[src/hdl/ffga_pkg.sv]
`timescale 1ns / 1ps

package ffga_pkg;

    localparam int GATES       = 16;
    localparam int TIME_WIDTH  = 32;
    localparam int CFG_W       = 5;
    localparam int GATE_IDX_W  = 4;
    localparam int SERVED_W    = 16;
    localparam int CFG_RESET   = 16;

    // Address width into the gate table, and a counter width that can also hold GATES.
    localparam int IDX_W   = (GATES > 1) ? $clog2(GATES) : 1;
    localparam int LIMIT_W = $clog2(GATES + 1);

    localparam logic [SERVED_W-1:0] SERVED_MAX = {SERVED_W{1'b1}};

    typedef enum logic {
        ST_IDLE,
        ST_SCAN
    } scan_state_t;

    typedef struct packed {
        logic             clear;
        logic             wr_en;
        logic [IDX_W-1:0] addr;
    } tbl_cmd_t;

    typedef struct packed {
        logic                  granted;
        logic [GATE_IDX_W-1:0] gate_index;
        logic [SERVED_W-1:0]   served_count;
    } result_t;

endpackage

[src/hdl/first_fit_gate_allocator.sv]
`timescale 1ns / 1ps

// First-fit gate allocator.
// Requests enter on the s_ channel (valid/ready) with an arrival time, a departure
// time and a first-of-run flag; one result per request leaves on the m_ channel
// (valid/ready): granted, the gate index (zero when refused) and the served count.
// The gates_in_use register is written through cfg_we/cfg_wdata; the user must
// write it only while idle, and the block itself does not enforce this. It resets
// to 16, and zero refuses every request. Once a request is taken, a single
// comparator walks the gates one per cycle from gate 0 and stops at the first gate
// whose release time is below the arrival time. s_ready is low for the whole scan
// and comes back in the cycle after it, so a new request cannot be taken before
// the last one's scan is done.
// The result sits in an output register, so a new request can be taken while it
// waits; if the receiver holds m_ready low, the next scan finishes and waits for
// the register, keeping s_ready low.
// Reset (aresetn, synchronous, active low) releases all gates at time zero, clears
// the served count and restores gates_in_use to 16. A first-of-run request does
// the same clear, minus the register, before it is served.
module first_fit_gate_allocator
    import ffga_pkg::*;
(
    input  logic                  aclk,
    input  logic                  aresetn,
    input  logic                  cfg_we,
    input  logic [CFG_W-1:0]      cfg_wdata,
    input  logic                  s_valid,
    output logic                  s_ready,
    input  logic [TIME_WIDTH-1:0] s_arrival_time,
    input  logic [TIME_WIDTH-1:0] s_departure_time,
    input  logic                  s_first_of_run,
    output logic                  m_valid,
    input  logic                  m_ready,
    output logic                  m_granted,
    output logic [GATE_IDX_W-1:0] m_gate_index,
    output logic [SERVED_W-1:0]   m_served_count
);

    logic [CFG_W-1:0]      gates_in_use_reg;
    logic                  m_valid_reg;
    result_t               result_reg;
    logic                  out_free;
    logic                  res_load;
    result_t               res;
    tbl_cmd_t              tbl_cmd;
    logic [TIME_WIDTH-1:0] tbl_wr_data;
    logic [TIME_WIDTH-1:0] tbl_rd_data;

    assign out_free = !m_valid_reg || m_ready;

    always_ff @(posedge aclk) begin
        if (!aresetn) begin
            gates_in_use_reg <= CFG_W'(CFG_RESET);
            m_valid_reg      <= 1'b0;
        end else begin
            if (cfg_we) begin
                gates_in_use_reg <= cfg_wdata;
            end
            if (res_load) begin
                m_valid_reg <= 1'b1;
            end else if (m_ready) begin
                m_valid_reg <= 1'b0;
            end
        end
    end

    always_ff @(posedge aclk) begin
        if (res_load) begin
            result_reg <= res;
        end
    end

    ffga_scan_unit u_scan (
        .aclk             (aclk),
        .aresetn          (aresetn),
        .gates_in_use     (gates_in_use_reg),
        .s_valid          (s_valid),
        .s_ready          (s_ready),
        .s_arrival_time   (s_arrival_time),
        .s_departure_time (s_departure_time),
        .s_first_of_run   (s_first_of_run),
        .out_free         (out_free),
        .res_load         (res_load),
        .res              (res),
        .tbl_cmd          (tbl_cmd),
        .tbl_wr_data      (tbl_wr_data),
        .tbl_rd_data      (tbl_rd_data)
    );

    ffga_gate_table u_table (
        .aclk    (aclk),
        .aresetn (aresetn),
        .cmd     (tbl_cmd),
        .wr_data (tbl_wr_data),
        .rd_data (tbl_rd_data)
    );

    assign m_valid        = m_valid_reg;
    assign m_granted      = result_reg.granted;
    assign m_gate_index   = result_reg.gate_index;
    assign m_served_count = result_reg.served_count;

endmodule

[src/hdl/ffga_gate_table.sv]
`timescale 1ns / 1ps

module ffga_gate_table
    import ffga_pkg::*;
(
    input  logic                  aclk,
    input  logic                  aresetn,
    input  tbl_cmd_t              cmd,
    input  logic [TIME_WIDTH-1:0] wr_data,
    output logic [TIME_WIDTH-1:0] rd_data
);

    logic [GATES-1:0]      valid_reg;
    logic [GATES-1:0]      valid_next;
    logic [TIME_WIDTH-1:0] release_reg [GATES];

    // A gate whose valid bit is low has been released at time zero.
    always_comb begin
        valid_next = valid_reg;
        if (cmd.clear) begin
            valid_next = '0;
        end else if (cmd.wr_en) begin
            valid_next[cmd.addr] = 1'b1;
        end
    end

    always_ff @(posedge aclk) begin
        if (!aresetn) begin
            valid_reg <= '0;
        end else begin
            valid_reg <= valid_next;
        end
    end

    always_ff @(posedge aclk) begin
        if (cmd.wr_en) begin
            release_reg[cmd.addr] <= wr_data;
        end
    end

    assign rd_data = valid_reg[cmd.addr] ? release_reg[cmd.addr] : '0;

endmodule

[src/hdl/ffga_scan_unit.sv]
`timescale 1ns / 1ps

module ffga_scan_unit
    import ffga_pkg::*;
(
    input  logic                  aclk,
    input  logic                  aresetn,
    input  logic [CFG_W-1:0]      gates_in_use,
    input  logic                  s_valid,
    output logic                  s_ready,
    input  logic [TIME_WIDTH-1:0] s_arrival_time,
    input  logic [TIME_WIDTH-1:0] s_departure_time,
    input  logic                  s_first_of_run,
    input  logic                  out_free,
    output logic                  res_load,
    output result_t               res,
    output tbl_cmd_t              tbl_cmd,
    output logic [TIME_WIDTH-1:0] tbl_wr_data,
    input  logic [TIME_WIDTH-1:0] tbl_rd_data
);

    scan_state_t           state_reg, state_next;
    logic [LIMIT_W-1:0]    idx_reg, idx_next;
    logic [LIMIT_W-1:0]    limit_reg, limit_next;
    logic [TIME_WIDTH-1:0] arrive_reg, arrive_next;
    logic [TIME_WIDTH-1:0] depart_reg, depart_next;
    logic [SERVED_W-1:0]   served_reg, served_next;

    logic                accept;
    logic                in_range;
    logic                hit;
    logic                done;
    logic                commit;
    logic [SERVED_W-1:0] served_after;

    assign accept   = s_valid && s_ready;
    assign in_range = idx_reg < limit_reg;
    // The one comparator: the gate under the scan pointer against the arrival time.
    assign hit      = in_range && (tbl_rd_data < arrive_reg);
    assign done     = (state_reg == ST_SCAN) && (hit || !in_range);
    // A finished scan waits here until the output register can take its result.
    assign commit   = done && out_free;

    assign served_after = (hit && (served_reg != SERVED_MAX)) ? served_reg + 1'b1 : served_reg;

    always_comb begin
        state_next = state_reg;
        unique case (state_reg)
            ST_IDLE: begin
                if (accept) begin
                    state_next = ST_SCAN;
                end
            end
            ST_SCAN: begin
                if (commit) begin
                    state_next = ST_IDLE;
                end
            end
            default: state_next = ST_IDLE;
        endcase
    end

    always_comb begin
        s_ready          = 1'b0;
        res_load         = 1'b0;
        tbl_cmd.clear    = 1'b0;
        tbl_cmd.wr_en    = 1'b0;
        tbl_cmd.addr     = idx_reg[IDX_W-1:0];
        tbl_wr_data      = depart_reg;
        res.granted      = hit;
        res.gate_index   = hit ? GATE_IDX_W'(idx_reg) : '0;
        res.served_count = served_after;
        unique case (state_reg)
            ST_IDLE: begin
                s_ready       = 1'b1;
                tbl_cmd.clear = s_valid && s_first_of_run;
            end
            ST_SCAN: begin
                res_load      = commit;
                tbl_cmd.wr_en = commit && hit;
            end
            default: begin
                s_ready = 1'b0;
            end
        endcase
    end

    always_comb begin
        idx_next    = idx_reg;
        limit_next  = limit_reg;
        arrive_next = arrive_reg;
        depart_next = depart_reg;
        served_next = served_reg;
        if (accept) begin
            idx_next    = '0;
            arrive_next = s_arrival_time;
            depart_next = s_departure_time;
            if (32'(gates_in_use) > 32'(GATES)) begin
                limit_next = LIMIT_W'(GATES);
            end else begin
                limit_next = LIMIT_W'(gates_in_use);
            end
            if (s_first_of_run) begin
                served_next = '0;
            end
        end else if (commit) begin
            served_next = served_after;
        end else if ((state_reg == ST_SCAN) && !done) begin
            idx_next = idx_reg + 1'b1;
        end
    end

    always_ff @(posedge aclk) begin
        if (!aresetn) begin
            state_reg  <= ST_IDLE;
            served_reg <= '0;
        end else begin
            state_reg  <= state_next;
            served_reg <= served_next;
        end
    end

    always_ff @(posedge aclk) begin
        idx_reg    <= idx_next;
        limit_reg  <= limit_next;
        arrive_reg <= arrive_next;
        depart_reg <= depart_next;
    end

endmodule

[config.mk]
export PLATFORM = sky130hd
export DESIGN_NAME = first_fit_gate_allocator
export DESIGN_NICKNAME = d
export VERILOG_FILES = /design/src/hdl/ffga_pkg.sv /design/src/hdl/first_fit_gate_allocator.sv /design/src/hdl/ffga_gate_table.sv /design/src/hdl/ffga_scan_unit.sv
export SDC_FILE = /design/constraint.sdc
export NUM_CORES = 1
export LEC_CHECK = 0
export BUFFER_PORTS_ARGS = -buffer_cell sky130_fd_sc_hd__buf_2
export CORE_MARGIN = 2
export CORE_UTILIZATION = 53
export DETAILED_ROUTE_END_ITERATION = 6
export HOLD_SLACK_MARGIN = 0.03
export PLACE_DENSITY = 0.79
export SETUP_SLACK_MARGIN = 0.02
export SLEW_MARGIN = 30
export SYNTH_ARGS = -nofsm -noshare
export SYNTH_HDL_FRONTEND = slang
export SYNTH_SLANG_ARGS = --single-unit
[constraint.sdc]
create_clock -name aclk -period 13.92 [get_ports aclk]
set_input_delay 0.696 -clock aclk [delete_from_list [all_inputs] [get_ports aclk]]
set_output_delay 0.696 -clock aclk [all_outputs]
set_load 0.005 [all_outputs]
==> Word level (Yosys, flattened, before mapping) <==
Memory sizes are Yosys's and may differ from the RTL's. A register that Yosys moved wholly into a read port is not among the register bits.
Index checks and enable logic that the tools add are counted.
{ "word_totals": {"ff_bits": 134, "ramBits": 512, "inputBits": 75, "output_inout_bits": 23, "wordCells": 67, "mem_count": 1} }
{ "mem_list": {"columns": ["name", "words", "word_bits", "rd", "rd_clocked_by_memory_dff", "write_ports", "line_no", "rtl"], "rows": [
  ["u_table.release_reg", 16, 32, 1, 1, 1, "ffga_gate_table.sv:15", "logic [TIME_WIDTH-1:0] release_reg [GATES];"]
]} }
{ "op_classes": {"addsub": 2, "n_lt_le_gt_ge": 5, "eq_ne": 2, "muxes": 22, "bitwise_logic": 4, "reduce_logical": 19} }
{ "op_table": {"columns": ["operator", "n"], "rows": [
  ["two-way mux 16 bit", 4],
  ["< comparator 32 bit", 1],
  ["two-way mux 32 bit", 1],
  ["adder 16 x 1 -> 16 bit, second input constant", 1],
  ["inequality test 16 bit, second input constant", 1],
  ["bitwise OR 16 bit", 1],
  ["two-way mux 1 bit", 12],
  ["logical AND 1 bit", 9],
  ["two-way mux 4 bit", 2],
  ["adder 5 x 1 -> 5 bit, second input constant", 1],
  ["greater-than comparator 5 bit, second input constant", 1],
  ["< comparator 4 x 5 -> 1 bit, second input constant", 1],
  ["< comparator 5 bit", 1],
  ["binary-select mux 1 bit (select 4 bit)", 1],
  ["demux 1 bit (select 4 bit)", 1],
  ["greater-or-equal comparator 4 x 1 -> 1 bit, second input constant", 1],
  ["AND reduction 2 bit", 2],
  ["nonzero test 2 bit", 2],
  ["zero test 1 bit", 3],
  ["inverter 1 bit", 3],
  ["logical OR 1 bit", 2],
  ["inequality test 2 bit, second input constant", 1],
  ["case mux 1 bit (2 select lines)", 1],
  ["OR reduction 2 bit", 1]
]} }

==> Longest topological paths before layout <==
{ "depth": {"word_depth": 12, "ltp_mapped": 17, "ltp_nobuf": 14} }

==> Hierarchy <==
From an unflattened synthesis, not the netlist that was laid out.
{ "unflattened": {"cells_unflattened": 1281, "hier_area_um2": 25416.9} }
{ "modules_own_cells": {"columns": ["module", "instances", "cells_per_inst", "area_each_um2", "seq_area_each_um2"], "rows": [
  ["ffga_gate_table", 1, 855, 20040.5, 15695.1],
  ["ffga_scan_unit", 1, 385, 4518.1, 2512.4],
  ["first_fit_gate_allocator", 1, 41, 858.3, 750.7]
]} }

==> Least setup slack after synthesis <==
OpenSTA, ideal clock, no wires.
{ "synth_timing": {"path_kind": "register to register", "startpoint": "register with a tool-made name", "endpoint": "memory u_table.release_reg[5][0], enable pin", "setup_ps": 505, "t_arrival_ps": 7442, "required_ps": 13415, "path_slack_ps": 5973, "path_stages_with_launch": 15, "n_path_buf": 3, "period_less_slack_ps": 7947, "path_cell_list": "dfxtp_1 -> buf_6 -> clkbuf_1 -> buf_1 -> mux4_2 -> mux4_2 -> nor2b_1 -> ha_1 -> a2111oi_0 -> o21ai_1 -> a221oi_1 -> o211ai_1 -> nor3_4 -> nand3_1 -> nor4_1"} }
{ "synth_lines": {"columns": ["item", "line_no"], "rows": [
  ["end: declaration", "ffga_gate_table.sv:15"]
]} }

==> run summary <==
# IOs -> 98
Post-Syn Instances -> 1,262
Outcome -> finished clean
Routability cong. -> 0.7969
# nets final -> 1,506
Antenna violations before repair -> 1
Sequential cell area fraction in the yosys report -> 74.43%
ANT nets after route -> 0
Crit Path Class -> reg -> reg
CP Max Fanout -> 66
Slowest cell delay on critical path -> 0.97 ns
Starting Density -> 53.68%
CTS Buffer Depth -> 3
Largest net degree at the start of global routing -> 71
Largest register FFs -> 512
Peak VDD IR -> 95.72 uV
Area growth syn-to-layout -> 12.89%
Maxcap violations -> 0
Worst min-delay path category -> in -> reg
Post-Route WL -> 54,370 um
RSZ-0062 raised after global routing -> no
Post-Syn Area -> 25,580 um2
Yosys reg bits -> 650
Post-synth top flop -> edfxtp_1
Top cells by count, synth -> edfxtp_1, mux4_2, inv_1
CP endpoint kind -> register
Synth top area cells -> edfxtp_1, mux4_2, dfxtp_1
Avg Inst Size Synth -> 20.27 um2
FP Rows -> 80
Setup skew after layout -> 0.02584 ns
Final core utilization -> 60.60%
CTS resizes -> 0
Final Critical Period -> 7.360 ns
WP data required -> 14.17 ns
CTS tree -> yes
Vias in the first global route -> 13,120
Actual slew at the worst max-slew pin -> 0.9561 ns
Final worst-path cycle share -> 52.87%
Most numerous cell in the Yosys netlist -> edfxtp_1
Register share of total power -> 54.3%
Multi-input gate area -> 6143 um2
Via count -> 12,740
Worst path slowest cell -> dfxtp_4
Cell Pwr Density -> 140.7 nW/um2
Post-DP HPWL -> 28,510 um
Design Power -> 4.063 mW
Internal power -> 3.238 mW
DRT Pass-1 Iters -> 5
Die area -> 50,030 um2
Post-CTS Hold Fix Bufs -> 0
CTS root buffer -> clkbuf_16
Post-CTS setup buffer count -> 0
F_max -> 135.9 MHz
Layout cells sized above 1 -> 28.02%
Initial DRC Count -> 1,459
Final setup TNS -> 0 ns
Reg area -> 19,050 um2
WHS -> 0.2735 ns
Post-synth top area share -> 70.68%
Fillers -> 3,261
Final hold violations -> 0
Avg Vias per Cell -> 6.192
Port bufs -> 97
Core area -> 47,650 um2
Inserted Diodes -> 0
First-pass GRT wire length -> 81,290 um
Slew headroom -> 36.26%
Worst path cell trace -> buf_4 > mux4_2 > mux4_2 > nor2b_1 > ha_1 > a2111oi_0 > o21ai_1 > a221oi_1 > o211ai_1 > nor3_4 > nand3_1 > or3_1 > nor2_4 > buf_4
Comb pwr share -> 4.0%
Sink Count -> 650
Leading area contributor after synthesis -> edfxtp_1
CP arrival -> 7.61 ns
Number of buffers created by CTS -> 66
Slew Viols, Final -> 0
Die Y -> 223.7 um
Final setup fails -> 0
Count of cell types in the netlist -> 62
Yosys warnings -> 0
Post-synth EDFFs -> 602
GRT Overall Usage -> 22.40%
Grt ovf -> 0
Syn Nets -> 1,377
Clk slew on worst S/H paths -> 0.06 ns
Die W -> 223.7 um
Ys async rst share -> 0%
Psw -> 0.8248 mW
H-tree depth -> 3
Clock Power Share -> 41.7%
Leak -> 9.466 nW
Sw Ratio -> 20.30%
Avg WL per Cell -> 26.43 um
Post-route DRC -> 0
CP startpoint kind -> register
Latest clock arrival within the worst-skew pair -> 0.60 ns
## critical path: cells and delay by family, from the launching register on
| family | cells | cell delay, ns |
|---|---|---|
| buffers and inverters | 2 | 1.24 |
| multiplexers | 2 | 0.90 |
| adder cells (fa/ha/maj) | 1 | 0.32 |
| AO/OA/AOI/OAI | 4 | 1.63 |
| flip-flops | 1 | 0.97 |
| AND/OR/NAND/NOR | 5 | 1.90 |
## final cells by class
cell class,instances,area share [%]
multi-input cells,502,21.28
inverters,53,0.6933
clock buffers,90,6.288
clock inverters,29,0.8537
flip-flops and latches,650,65.97
repair buffers,118,2.253
well taps,615,2.665
## worst paths after layout
path / start / slack [ns] / to / cells after the start
max: register / 6.56 / u_table.release_reg[7][23] / 14
min: s_departure_time[12] / 0.27 / u_scan.tbl_wr_data[12] / 1
max reg2reg: register / 6.56 / u_table.release_reg[7][23] / 14
min reg2reg: u_table.valid_reg[13] / 0.45 / u_table.valid_reg[13] / 2
## per-stage QoR
step | setup slack [ns] | std cells | cell area (um2)
2_1_floorplan | 5.973 | 1262 | 25580
3_3_place_gp | 6.623 | 1938 | 26790
3_5_place_dp | 6.545 | 1938 | 26810
4_1_cts | 6.554 | 2057 | 28870
5_1_grt | 6.256 | 2057 | 28870
6_report | 6.560 | 2057 | 28870
## cell usage in the layout, fill, tap and decap left out, types with 5 or more instances in the layout
master,n
buf_2,97
a22o_1,9
clkbuf_16,69
clkinv_2,9
and3_2,6
o21ai_0,7
mux4_2,160
nand3_1,18
nand2_1,31
nand2b_1,5
mux2i_1,12
o31ai_1,5
o211ai_1,5
clkbuf_1,20
nor3_1,10
nor2b_1,35
edfxtp_1,602
nor4_1,6
or3_1,6
inv_1,49
ha_1,40
nand4_1,13
dfxtp_1,44
xnor2_1,11
and3_1,5
a21oi_1,11
nor2_1,29
a211o_1,7
o21ai_1,10
buf_4,19
clkinv_1,13
## routing by layer
layer / share of wire (%) / wire length (um) / vias to the layer above / GRT usage (%)
met5: 0.018 / 10 / - / 0
met4: 3.1 / 1670 / 2 / 8.344
met3: 8.2 / 4436 / 122 / 4.433
met2: 50 / 27440 / 628 / 37.47
met1: 38 / 20810 / 6580 / 29.49
li1: - / - / 5405 / -
## power by group through the flow
stage / logic, mW / registers (mW) / clock network, mW
final: 0.164 / 2.21 / 1.69
after global routing: 0.177 / 2.21 / 1.79
after CTS: 0.166 / 2.21 / 1.72
after detailed placement: 0.164 / 2.25 / 0
after global placement: 0.158 / 2.24 / 0
after floorplan: 0.116 / 2.23 / 0
## cells by family after synthesis
kind of cell | synth area share [%]
buffers and inverters | 1.790
muxes | 15.06
DFF | 74.43
xor gates and xnor gates | 0.4794
AOI/OAI and AO/OA | 2.343
adders and majority gates | 1.957
and+or+nand+nor | 3.938
Note: power is estimated with default switching activity, not from simulation.
